File: config.mk
export PLATFORM = sky130hd
export DESIGN_NAME = led_breathing_effect_engine_unit
export DESIGN_NICKNAME = d
export VERILOG_FILES = /design/src/rtl/core/ledb_pkg.sv /design/src/rtl/core/ledb_div.sv /design/src/rtl/core/ledb_ctrl.sv /design/src/rtl/core/led_breathing_effect_engine_unit.sv
export SDC_FILE = /design/constraint.sdc
export NUM_CORES = 1
export LEC_CHECK = 0
export ABC_CLOCK_PERIOD_IN_PS = 8400
export BUFFER_PORTS_ARGS = -buffer_cell sky130_fd_sc_hd__buf_4
export CAP_MARGIN = 40
export CORE_UTILIZATION = 28
export CTS_CLUSTER_SIZE = 25
export DETAILED_ROUTE_END_ITERATION = 10
export PLACE_DENSITY = 0.49
export SKIP_CTS_REPAIR_TIMING = 1
export SYNTH_ARGS = -nofsm -noshare
export SYNTH_HDL_FRONTEND = slang
export SYNTH_SLANG_ARGS = --single-unit
File: constraint.sdc
create_clock -name i_clk -period 8.4 [get_ports i_clk]
set_clock_uncertainty 0.05 [all_clocks]
set_input_delay 1.68 -clock i_clk [delete_from_list [all_inputs] [get_ports i_clk]]
set_output_delay 1.68 -clock i_clk [all_outputs]
set_load 0.01 [all_outputs]
File: src/rtl/core/ledb_pkg.sv
`timescale 1ns / 1ps
`default_nettype none

package ledb_pkg;

    localparam logic [1:0] PAT_OFF     = 2'd0;
    localparam logic [1:0] PAT_STEADY  = 2'd1;
    localparam logic [1:0] PAT_BREATHE = 2'd2;
    localparam logic [1:0] PAT_BLINK   = 2'd3;

    localparam logic [1:0] ACT_SET   = 2'd0;
    localparam logic [1:0] ACT_START = 2'd1;
    localparam logic [1:0] ACT_TICK  = 2'd2;

    localparam logic [8:0] LEVEL_NONE   = 9'd256;
    localparam logic [7:0] BRIGHT_RESET = 8'd90;

    localparam logic [5:0] DIV_ITERS_PHASE = 6'd32;
    localparam logic [5:0] DIV_ITERS_RAMP  = 6'd19;

    typedef struct packed {
        logic [7:0]  r;
        logic [7:0]  g;
        logic [7:0]  b;
        logic [1:0]  pat;
        logic [11:0] period;
        logic [10:0] half;
        logic [9:0]  quarter;
        logic [7:0]  floor_lvl;
    } t_fx;

    typedef struct packed {
        logic        start;
        logic [31:0] dividend;
        logic [11:0] divisor;
        logic [5:0]  iters;
    } t_div_req;

    typedef struct packed {
        logic        done;
        logic [11:0] rem;
        logic [31:0] quo;
    } t_div_rsp;

    typedef struct packed {
        logic       valid;
        logic [7:0] red;
        logic [7:0] green;
        logic [7:0] blue;
        logic [7:0] level;
    } t_res;

    function automatic t_fx fx_lookup(input logic [2:0] status);
        t_fx e;
        case (status)
            3'd1:    e = '{8'd40, 8'd110, 8'd255, PAT_BREATHE, 12'd2600, 11'd1300, 10'd650, 8'd40};
            3'd2:    e = '{8'd40, 8'd110, 8'd255, PAT_BREATHE, 12'd1500, 11'd750, 10'd375, 8'd60};
            3'd3:    e = '{8'd255, 8'd45, 8'd45, PAT_BREATHE, 12'd2200, 11'd1100, 10'd550, 8'd30};
            3'd4:    e = '{8'd30, 8'd205, 8'd95, PAT_BREATHE, 12'd3200, 11'd1600, 10'd800, 8'd130};
            3'd5:    e = '{8'd255, 8'd40, 8'd40, PAT_BLINK, 12'd900, 11'd450, 10'd225, 8'd0};
            3'd6:    e = '{8'd255, 8'd150, 8'd40, PAT_STEADY, 12'd1000, 11'd500, 10'd250, 8'd0};
            default: e = '{8'd0, 8'd0, 8'd0, PAT_OFF, 12'd1000, 11'd500, 10'd250, 8'd0};
        endcase
        return e;
    endfunction

    // exact floor(x / 255) for any x up to 65279, where the quotient fits in 8 bits
    function automatic logic [7:0] div255(input logic [15:0] x);
        logic [16:0] t;
        logic [16:0] s;
        t = {1'b0, x} + 17'd1;
        s = t + (t >> 8);
        return s[15:8];
    endfunction

endpackage

`default_nettype wire

File: src/rtl/core/ledb_div.sv
`timescale 1ns / 1ps
`default_nettype none

module ledb_div
    import ledb_pkg::*;
(
    input  wire logic     i_clk,
    input  wire logic     i_rst_n,
    input  wire t_div_req i_req,
    output t_div_rsp      o_rsp
);

    logic        r_busy, n_busy;
    logic        r_done, n_done;
    logic [5:0]  r_cnt, n_cnt;
    logic [11:0] r_rem, n_rem;
    logic [31:0] r_dq, n_dq;
    logic [11:0] r_div, n_div;
    logic [12:0] trial;
    logic [12:0] diff;
    logic        ge;

    // restoring division, one quotient bit per cycle shifted into the dividend register
    always_comb begin
        trial  = {r_rem, r_dq[31]};
        diff   = trial - {1'b0, r_div};
        ge     = (trial >= {1'b0, r_div});
        n_busy = r_busy;
        n_done = 1'b0;
        n_cnt  = r_cnt;
        n_rem  = r_rem;
        n_dq   = r_dq;
        n_div  = r_div;
        if (r_busy) begin
            n_rem = ge ? diff[11:0] : trial[11:0];
            n_dq  = {r_dq[30:0], ge};
            n_cnt = r_cnt - 6'd1;
            if (r_cnt == 6'd1) begin
                n_busy = 1'b0;
                n_done = 1'b1;
            end
        end else if (i_req.start) begin
            n_busy = 1'b1;
            n_cnt  = i_req.iters;
            n_rem  = '0;
            n_dq   = i_req.dividend;
            n_div  = i_req.divisor;
        end
    end

    always_ff @(posedge i_clk) begin
        if (!i_rst_n) begin
            r_busy <= 1'b0;
            r_done <= 1'b0;
            r_cnt  <= '0;
        end else begin
            r_busy <= n_busy;
            r_done <= n_done;
            r_cnt  <= n_cnt;
        end
        r_rem <= n_rem;
        r_dq  <= n_dq;
        r_div <= n_div;
    end

    assign o_rsp.done = r_done;
    assign o_rsp.rem  = r_rem;
    assign o_rsp.quo  = r_dq;

endmodule

`default_nettype wire

File: src/rtl/core/ledb_ctrl.sv
`timescale 1ns / 1ps
`default_nettype none

module ledb_ctrl
    import ledb_pkg::*;
(
    input  wire logic        i_clk,
    input  wire logic        i_rst_n,
    input  wire logic        i_in_valid,
    output logic             o_in_ready,
    input  wire logic [1:0]  i_action,
    input  wire logic [2:0]  i_status,
    input  wire logic [31:0] i_now,
    input  wire logic [7:0]  i_bright,
    output t_div_req         o_div_req,
    input  wire t_div_rsp    i_div_rsp,
    output t_res             o_res,
    input  wire logic        i_res_ready
);

    localparam logic [3:0] S_IDLE  = 4'd0;
    localparam logic [3:0] S_PHASE = 4'd1;
    localparam logic [3:0] S_FACT  = 4'd2;
    localparam logic [3:0] S_TMUL  = 4'd3;
    localparam logic [3:0] S_FDIV  = 4'd4;
    localparam logic [3:0] S_LMUL  = 4'd5;
    localparam logic [3:0] S_LEVEL = 4'd6;
    localparam logic [3:0] S_C0    = 4'd7;
    localparam logic [3:0] S_C1    = 4'd8;
    localparam logic [3:0] S_C2    = 4'd9;
    localparam logic [3:0] S_C3    = 4'd10;
    localparam logic [3:0] S_OUT   = 4'd11;

    logic [3:0]  r_state, n_state;
    logic [2:0]  r_status, n_status;
    logic [31:0] r_start, n_start;
    logic        r_running, n_running;
    logic [8:0]  r_last, n_last;
    logic [11:0] r_phase, n_phase;
    logic [7:0]  r_factor, n_factor;
    logic [7:0]  r_q, n_q;
    logic [18:0] r_prod, n_prod;
    logic [7:0]  r_red, n_red;
    logic [7:0]  r_green, n_green;
    logic [7:0]  r_blue, n_blue;

    t_fx         cur;
    t_fx         nx;
    logic        accept;
    logic        changed;
    logic [11:0] travel;
    logic [7:0]  mul_a;
    logic [10:0] mul_b;
    logic [8:0]  fsum;
    logic [7:0]  level;
    logic [8:0]  lp4;
    logic [8:0]  q;
    logic [7:0]  prod255;

    always_comb begin
        cur     = fx_lookup(r_status);
        nx      = fx_lookup(i_status);
        accept  = i_in_valid && (r_state == S_IDLE);
        changed = (nx.pat != cur.pat) || (nx.r != cur.r) || (nx.g != cur.g) ||
                  (nx.b != cur.b);
        travel  = (r_phase < {1'b0, cur.half}) ? r_phase : (cur.period - r_phase);
        fsum    = {1'b0, cur.floor_lvl} + {1'b0, i_div_rsp.quo[7:0]};
        prod255 = div255(r_prod[15:0]);
        level   = prod255;
        lp4     = {1'b0, level} + 9'd4;
        q       = lp4[8] ? 9'd255 : {1'b0, lp4[7:3], 3'b000};
    end

    // shared multiplier operands
    always_comb begin
        mul_a = '0;
        mul_b = '0;
        case (r_state)
            S_FACT: begin
                mul_a = 8'd255 - cur.floor_lvl;
                mul_b = travel[10:0];
            end
            S_LMUL: begin
                mul_a = i_bright;
                mul_b = {3'b000, r_factor};
            end
            S_C0: begin
                mul_a = cur.r;
                mul_b = {3'b000, r_q};
            end
            S_C1: begin
                mul_a = cur.g;
                mul_b = {3'b000, r_q};
            end
            S_C2: begin
                mul_a = cur.b;
                mul_b = {3'b000, r_q};
            end
            default: begin
                mul_a = '0;
                mul_b = '0;
            end
        endcase
    end

    always_comb begin
        o_div_req.start    = 1'b0;
        o_div_req.dividend = i_now - r_start;
        o_div_req.divisor  = cur.period;
        o_div_req.iters    = DIV_ITERS_PHASE;
        if (r_state == S_TMUL) begin
            o_div_req.start    = 1'b1;
            o_div_req.dividend = {r_prod, 13'd0};
            o_div_req.divisor  = {1'b0, cur.half};
            o_div_req.iters    = DIV_ITERS_RAMP;
        end else if (accept && (i_action == ACT_TICK) && r_running) begin
            o_div_req.start = 1'b1;
        end
    end

    always_comb begin
        n_state   = r_state;
        n_status  = r_status;
        n_start   = r_start;
        n_running = r_running;
        n_last    = r_last;
        n_phase   = r_phase;
        n_factor  = r_factor;
        n_q       = r_q;
        n_prod    = r_prod;
        n_red     = r_red;
        n_green   = r_green;
        n_blue    = r_blue;
        case (r_state)
            S_IDLE: begin
                if (accept) begin
                    case (i_action)
                        ACT_SET: begin
                            n_status = i_status;
                            if (changed) begin
                                n_start = i_now;
                                n_last  = LEVEL_NONE;
                            end
                        end
                        ACT_START: begin
                            n_start   = i_now;
                            n_running = 1'b1;
                            n_last    = {1'b0, i_bright};
                            n_q       = i_bright;
                            n_state   = S_C0;
                        end
                        ACT_TICK: begin
                            if (r_running) begin
                                n_state = S_PHASE;
                            end
                        end
                        default: begin
                            n_state = S_IDLE;
                        end
                    endcase
                end
            end
            S_PHASE: begin
                if (i_div_rsp.done) begin
                    n_phase = i_div_rsp.rem;
                    n_state = S_FACT;
                end
            end
            S_FACT: begin
                n_state = S_LMUL;
                case (cur.pat)
                    PAT_STEADY:  n_factor = 8'd255;
                    PAT_BLINK:   n_factor = (r_phase < {2'b00, cur.quarter}) ? 8'd255 : 8'd0;
                    PAT_BREATHE: begin
                        n_prod  = 19'(mul_a) * 19'(mul_b);
                        n_state = S_TMUL;
                    end
                    default:     n_factor = 8'd0;
                endcase
            end
            S_TMUL: begin
                n_state = S_FDIV;
            end
            S_FDIV: begin
                if (i_div_rsp.done) begin
                    n_factor = fsum[8] ? 8'd255 : fsum[7:0];
                    n_state  = S_LMUL;
                end
            end
            S_LMUL: begin
                n_prod  = 19'(mul_a) * 19'(mul_b);
                n_state = S_LEVEL;
            end
            S_LEVEL: begin
                if (q == r_last) begin
                    n_state = S_IDLE;
                end else begin
                    n_last  = q;
                    n_q     = q[7:0];
                    n_state = S_C0;
                end
            end
            S_C0: begin
                n_prod  = 19'(mul_a) * 19'(mul_b);
                n_state = S_C1;
            end
            S_C1: begin
                n_red   = prod255;
                n_prod  = 19'(mul_a) * 19'(mul_b);
                n_state = S_C2;
            end
            S_C2: begin
                n_green = prod255;
                n_prod  = 19'(mul_a) * 19'(mul_b);
                n_state = S_C3;
            end
            S_C3: begin
                n_blue  = prod255;
                n_state = S_OUT;
            end
            S_OUT: begin
                if (i_res_ready) begin
                    n_state = S_IDLE;
                end
            end
            default: begin
                n_state = S_IDLE;
            end
        endcase
    end

    always_ff @(posedge i_clk) begin
        if (!i_rst_n) begin
            r_state   <= S_IDLE;
            r_status  <= '0;
            r_start   <= '0;
            r_running <= 1'b0;
            r_last    <= LEVEL_NONE;
        end else begin
            r_state   <= n_state;
            r_status  <= n_status;
            r_start   <= n_start;
            r_running <= n_running;
            r_last    <= n_last;
        end
        r_phase  <= n_phase;
        r_factor <= n_factor;
        r_q      <= n_q;
        r_prod   <= n_prod;
        r_red    <= n_red;
        r_green  <= n_green;
        r_blue   <= n_blue;
    end

    assign o_in_ready  = (r_state == S_IDLE);
    assign o_res.valid = (r_state == S_OUT);
    assign o_res.red   = r_red;
    assign o_res.green = r_green;
    assign o_res.blue  = r_blue;
    assign o_res.level = r_q;

endmodule

`default_nettype wire

File: src/rtl/core/led_breathing_effect_engine_unit.sv
// LED breathing effect engine: one RGB colour from a status code.
// Slave stream takes one transaction per command: action 0 sets the status
// (no result), action 1 starts the effect (one result at the set brightness),
// action 2 is a millisecond tick (one result only when the quantised level
// changes). Action 3 and ticks before a start are dropped without a result.
// Master stream carries red, green, blue and the applied level.
// Brightness is written through the cfg channel, which is always ready; the
// user must write it only while no transaction is in flight, which the block
// itself does not enforce. A set-status transaction leaves the engine ready.
// A start paints the colour at the set brightness. A tick takes the phase
// modulo on the divider, forms the pattern factor (breathe adds a ramp
// division) and scales and quantises the level; only a changed level is
// painted. The bit-serial divider runs 32 steps for the phase modulo, 19 for
// the breathe ramp. One transaction is worked on at a time; s_axis_tready is
// low until it completes. The result sits in an output register, so the next
// transaction is taken while it waits; a stalled master holds the engine only
// when a second result is ready to go out.
// Reset (i_rst_n low, synchronous): brightness 90, status idle, not started,
// no level emitted yet, output empty.
`timescale 1ns / 1ps
`default_nettype none

module led_breathing_effect_engine_unit
    import ledb_pkg::*;
(
    input  wire logic        i_clk,
    input  wire logic        i_rst_n,
    input  wire logic        s_axis_tvalid,
    output logic             s_axis_tready,
    input  wire logic [39:0] s_axis_tdata,  // action[1:0], pet_status[4:2], now_ms[36:5]
    output logic             m_axis_tvalid,
    input  wire logic        m_axis_tready,
    output logic [31:0]      m_axis_tdata,  // red_out, green_out, blue_out, level_out
    input  wire logic        i_cfg_valid,
    output logic             o_cfg_ready,
    input  wire logic [7:0]  i_cfg_data
);

    logic [7:0]  r_bright;
    logic        r_out_valid;
    logic [31:0] r_out_data;
    logic        res_ready;
    t_div_req    div_req;
    t_div_rsp    div_rsp;
    t_res        res;

    ledb_div u_div (
        .i_clk   (i_clk),
        .i_rst_n (i_rst_n),
        .i_req   (div_req),
        .o_rsp   (div_rsp)
    );

    ledb_ctrl u_ctrl (
        .i_clk       (i_clk),
        .i_rst_n     (i_rst_n),
        .i_in_valid  (s_axis_tvalid),
        .o_in_ready  (s_axis_tready),
        .i_action    (s_axis_tdata[1:0]),
        .i_status    (s_axis_tdata[4:2]),
        .i_now       (s_axis_tdata[36:5]),
        .i_bright    (r_bright),
        .o_div_req   (div_req),
        .i_div_rsp   (div_rsp),
        .o_res       (res),
        .i_res_ready (res_ready)
    );

    assign res_ready = !r_out_valid || m_axis_tready;

    always_ff @(posedge i_clk) begin
        if (!i_rst_n) begin
            r_bright    <= BRIGHT_RESET;
            r_out_valid <= 1'b0;
        end else begin
            if (i_cfg_valid) begin
                r_bright <= i_cfg_data;
            end
            if (res.valid && res_ready) begin
                r_out_valid <= 1'b1;
            end else if (m_axis_tready) begin
                r_out_valid <= 1'b0;
            end
        end
        if (res.valid && res_ready) begin
            r_out_data <= {res.level, res.blue, res.green, res.red};
        end
    end

    assign o_cfg_ready   = 1'b1;
    assign m_axis_tvalid = r_out_valid;
    assign m_axis_tdata  = r_out_data;

`ifndef ASSERT_OFF
    a_set_one_cycle: assert property (@(posedge i_clk) disable iff (!i_rst_n)
        (s_axis_tvalid && s_axis_tready && s_axis_tdata[1:0] == ACT_SET) |=> s_axis_tready)
        else $error("set status did not complete in one cycle");

    a_start_busy: assert property (@(posedge i_clk) disable iff (!i_rst_n)
        (s_axis_tvalid && s_axis_tready && s_axis_tdata[1:0] == ACT_START) |=> !s_axis_tready)
        else $error("start transaction did not occupy the engine");

    a_dark_at_zero: assert property (@(posedge i_clk) disable iff (!i_rst_n)
        (m_axis_tvalid && m_axis_tdata[31:24] == 8'd0) |-> (m_axis_tdata[23:0] == 24'd0))
        else $error("colour output non-zero at level zero");

    a_no_result_overwrite: assert property (@(posedge i_clk) disable iff (!i_rst_n)
        (res.valid && !res_ready) |=> r_out_valid)
        else $error("pending result lost");
`endif

endmodule

`default_nettype wire

==> flow_metrics.py <==
metrics = {
    "setup_path": {
        "cp_max_fo": 12,
        "start_kind": "flop",
        "endpoint_kind": "flop",
        "slowest_delay_ns": 0.53,
        "cp_num_buf_inv": 5,
        "cp_top_family": "compound AO/OA/AOI/OAI gates",
        "r2r_slack_ns": 0.71,
        "startpoint": "u_ctrl.r_status[1]",
        "crit_required_ns": 8.68,
        "r2r_start": "u_ctrl.r_status[1]",
        "worstSetupPathType": "reg2reg",
        "cp_slowest_cell": "fa_1",
        "cp_data_arrival_time_ns": 7.97,
    },
    "finish": {
        "drive_gt1_share_pct": 11.84,
        "syn_to_final_growth_pct": 16.03,
        "final_nets": 2111,
        "instances_no_fill": 2658,
    },
    "synthesis": {
        "ys.flop_type": "edfxtp_1",
        "yosysSeqAreaShare_pct": 37.17,
        "yosysTopAreaCellShare_pct": 29.07,
        "synth_fp_nets": 2016,
        "ys_ff_latch": 224,
        "avgSynthCellArea_um2": 9.195,
        "yosys_warnings": 0,
        "synth_edf_count": 158,
        "syn_area_um2": 16320,
        "synthTopCellsByArea": "edfxtp_1 29%, ha_1 10%, dfxtp_1 8.1%",
        "async_flop_share_pct": 0,
        "synth.largest_area_cell": "edfxtp_1",
        "ys_types": 86,
        "synthCells": 1775,
    },
    "global_route": {
        "grt_max_degree": 65,
        "grt_antenna_before_repair": 1,
        "grt_pass1_wl_mm": 69.45,
        "grt.total_usage_pct": 14.53,
        "grt_pass1_vias": 12860,
        "overflow": 0,
    },
    "sta": {
        "max_freq_mhz": 130.0,
        "post-route-period-util_pct": 91.56,
        "final_max_slew_viol_count": 0,
        "setup_tns_ns": 0,
        "finalSetupViolCount": 0,
        "hold_viol_final": 0,
        "fin_crit_ns": 7.691,
        "worst_slew_pin_slew_ns": 0.7611,
        "rsz0062_at_grt": "no",
        "relSlewSlack_pct": 49.22,
    },
    "placed_design": {
        "dp_cells": 2604,
        "hpwl_mm": 33.09,
        "gp_congestion": 0.8610,
        "place.port_buffers": 83,
    },
    "power_and_ir_drop": {
        "p_per_area_nw_per_um2": 214.4,
        "power_leakage_nw": 7.880,
        "max-vdd-ir-drop_uv": 139.9,
    },
    "clock_network": {
        "numCtsBuffers": 28,
        "cts_root_buf": "clkbuf_16",
        "clock_latency_ns": 0.58,
        "cts_tree": "yes",
        "cts.path.max_buffers": 3,
        "htreeDepth": 1,
        "numClockSinks": 224,
        "clk_pin_slew_ns": 0.06,
    },
    "die": {
        "rows": 88,
        "die_y_um": 243.4,
        "die_width_um": 243.4,
        "die_area_um2": 59260,
        "coreArea_um2": 57700,
        "pin_count": 88,
        "initial_core_util_pct": 28.29,
    },
    "routing": {
        "ant_nets": 0,
        "drc": 0,
        "routed_wl_mm": 42.75,
        "wl_per_cell_um": 16.08,
        "dr.pass1.iters": 6,
        "vias": 12860,
        "routed-wl-met2_mm": 18.92,
        "met3_length_mm": 1.891,
        "met1_length_mm": 20.98,
        "vias_per_cell": 4.837,
        "drt_iter0_drc": 838,
        "routed.top_layer": "met4",
    },
    "worst_hold_path": {
        "hold_path.class": "reg2reg",
        "min-delay-start": "u_ctrl.r_green[2]",
    },
    "run_status": {
        "status": "finished clean",
    },
    "flow_run": {
        "drv_cap": 0,
    },
}
-- placed cells by master, fill, tap and decap left out, types with 11 or more instances in the layout --
cell type	Yosys	layout
o21ai_0	90	87
nand3_1	29	29
nor2b_1	15	15
nor3_1	37	35
o21bai_1	11	11
fa_1	57	57
nor2_1	233	233
or2_2	18	18
a31oi_1	15	15
o21a_1	21	21
xor2_1	27	27
dfxtp_1	66	66
edfxtp_1	158	158
mux2i_1	29	29
a21oi_1	131	128
and3_1	15	15
a21o_1	37	37
buf_4	3	123
xnor2_1	54	54
ha_1	131	131
nand2b_1	36	36
clkbuf_16	0	28
or3_1	12	12
nand2_1	115	114
inv_1	195	194
-- per-layer routing --
metal	GRT usage [%]	up-vias
met2	23.32	301
met5	0	-
li1	-	6411
met1	20.55	6081
met3	1.928	65
met4	3.441	0
-- cell families after synthesis --
kind of cell,share of synthesized area (%)
and+or+nand+nor,16.20
AOI/OAI and AO/OA,16.94
buffers and inverters,6.095
DFF,37.17
adders and majority gates,17.03
xor gates and xnor gates,4.347
muxes,2.193
other,0.02298
-- state kept, by name (all words and copies together) (netlist names), 9 cells and up --
name / flops
u_div.r_dq: 32
u_ctrl.r_last: 9
u_div.r_rem: 12
u_ctrl.r_phase: 12
u_div.r_div: 11
u_ctrl.r_start: 32
m_axis_tdata: 32
u_ctrl.r_prod: 19
-- where the power goes --
| group | internal, W | switching, W | total [W] |
|---|---|---|---|
| clock network | 0.000704 | 0.000500 | 0.00120 |
| registers | 0.00135 | 0.000119 | 0.00147 |
| logic | 0.000552 | 0.000836 | 0.00139 |
| total | 0.00261 | 0.00145 | 0.00406 |
-- synth_stat cells, types with 12 or more instances --
| cell | count |
|---|---|
| nor2_1 | 233 |
| inv_1 | 195 |
| edfxtp_1 | 158 |
| a21oi_1 | 131 |
| ha_1 | 131 |
| nand2_1 | 115 |
| o21ai_0 | 90 |
| dfxtp_1 | 66 |
| fa_1 | 57 |
| xnor2_1 | 54 |
| clkbuf_1 | 49 |
| a21o_1 | 37 |
| nor3_1 | 37 |
| nand2b_1 | 36 |
| mux2i_1 | 29 |
| nand3_1 | 29 |
| xor2_1 | 27 |
| o21a_1 | 21 |
| or2_2 | 18 |
| a31oi_1 | 15 |
| and3_1 | 15 |
| nor2b_1 | 15 |
| or3_1 | 12 |
-- path summary, 6_finish.rpt --
path,depth (start not counted),to
max reg2reg,31,u_ctrl.r_prod[17]
min,0,m_axis_tdata[10]
min reg2reg,0,m_axis_tdata[10]
max,31,u_ctrl.r_prod[17]
-- metrics by stage --
step / total power [W] / setup slack [ns] / cell area, µm² / hold WS, ns / util (%)
final: 0.004060 / 0.7090 / 18940 / 0.3670 / 32.82
after global routing: 0.004337 / 0.01288 / 18930 / 0.3744 / 32.82
after CTS: 0.004105 / 0.4871 / 18930 / 0.3687 / 32.80
after detailed placement: 0.002879 / 0.5158 / 18010 / 0.3545 / 31.22
after global placement: 0.002854 / 0.5290 / 17970 / 0.3533 / 31.14
after floorplan: 0.002468 / 0.7413 / 16320 / 0.3503 / -
-- worst register-to-register path, delay by kind of cell, from the launching register on --
kind	cells	cell delay (ns)
AO/OA/AOI/OAI	17	3.29
adder cells (fa/ha/maj)	5	2.37
flip-flops	1	0.37
buffers and inverters	5	0.43
multiplexers	2	0.53
AND/OR/NAND/NOR	2	0.39
-- cell type report --
class                      instances  area [µm²]
fill                            6052       38760
multi-input combinational       1292        9291
antenna                            1       2.502
tap                              765       957.2
inverter                         198       743.2
sequential                       224        6066
timing repair buffer             126       959.7
clock inverter                    15       152.6
clock buffer                      37       764.5
No activity file was read; power rests on OpenSTA's default activity.
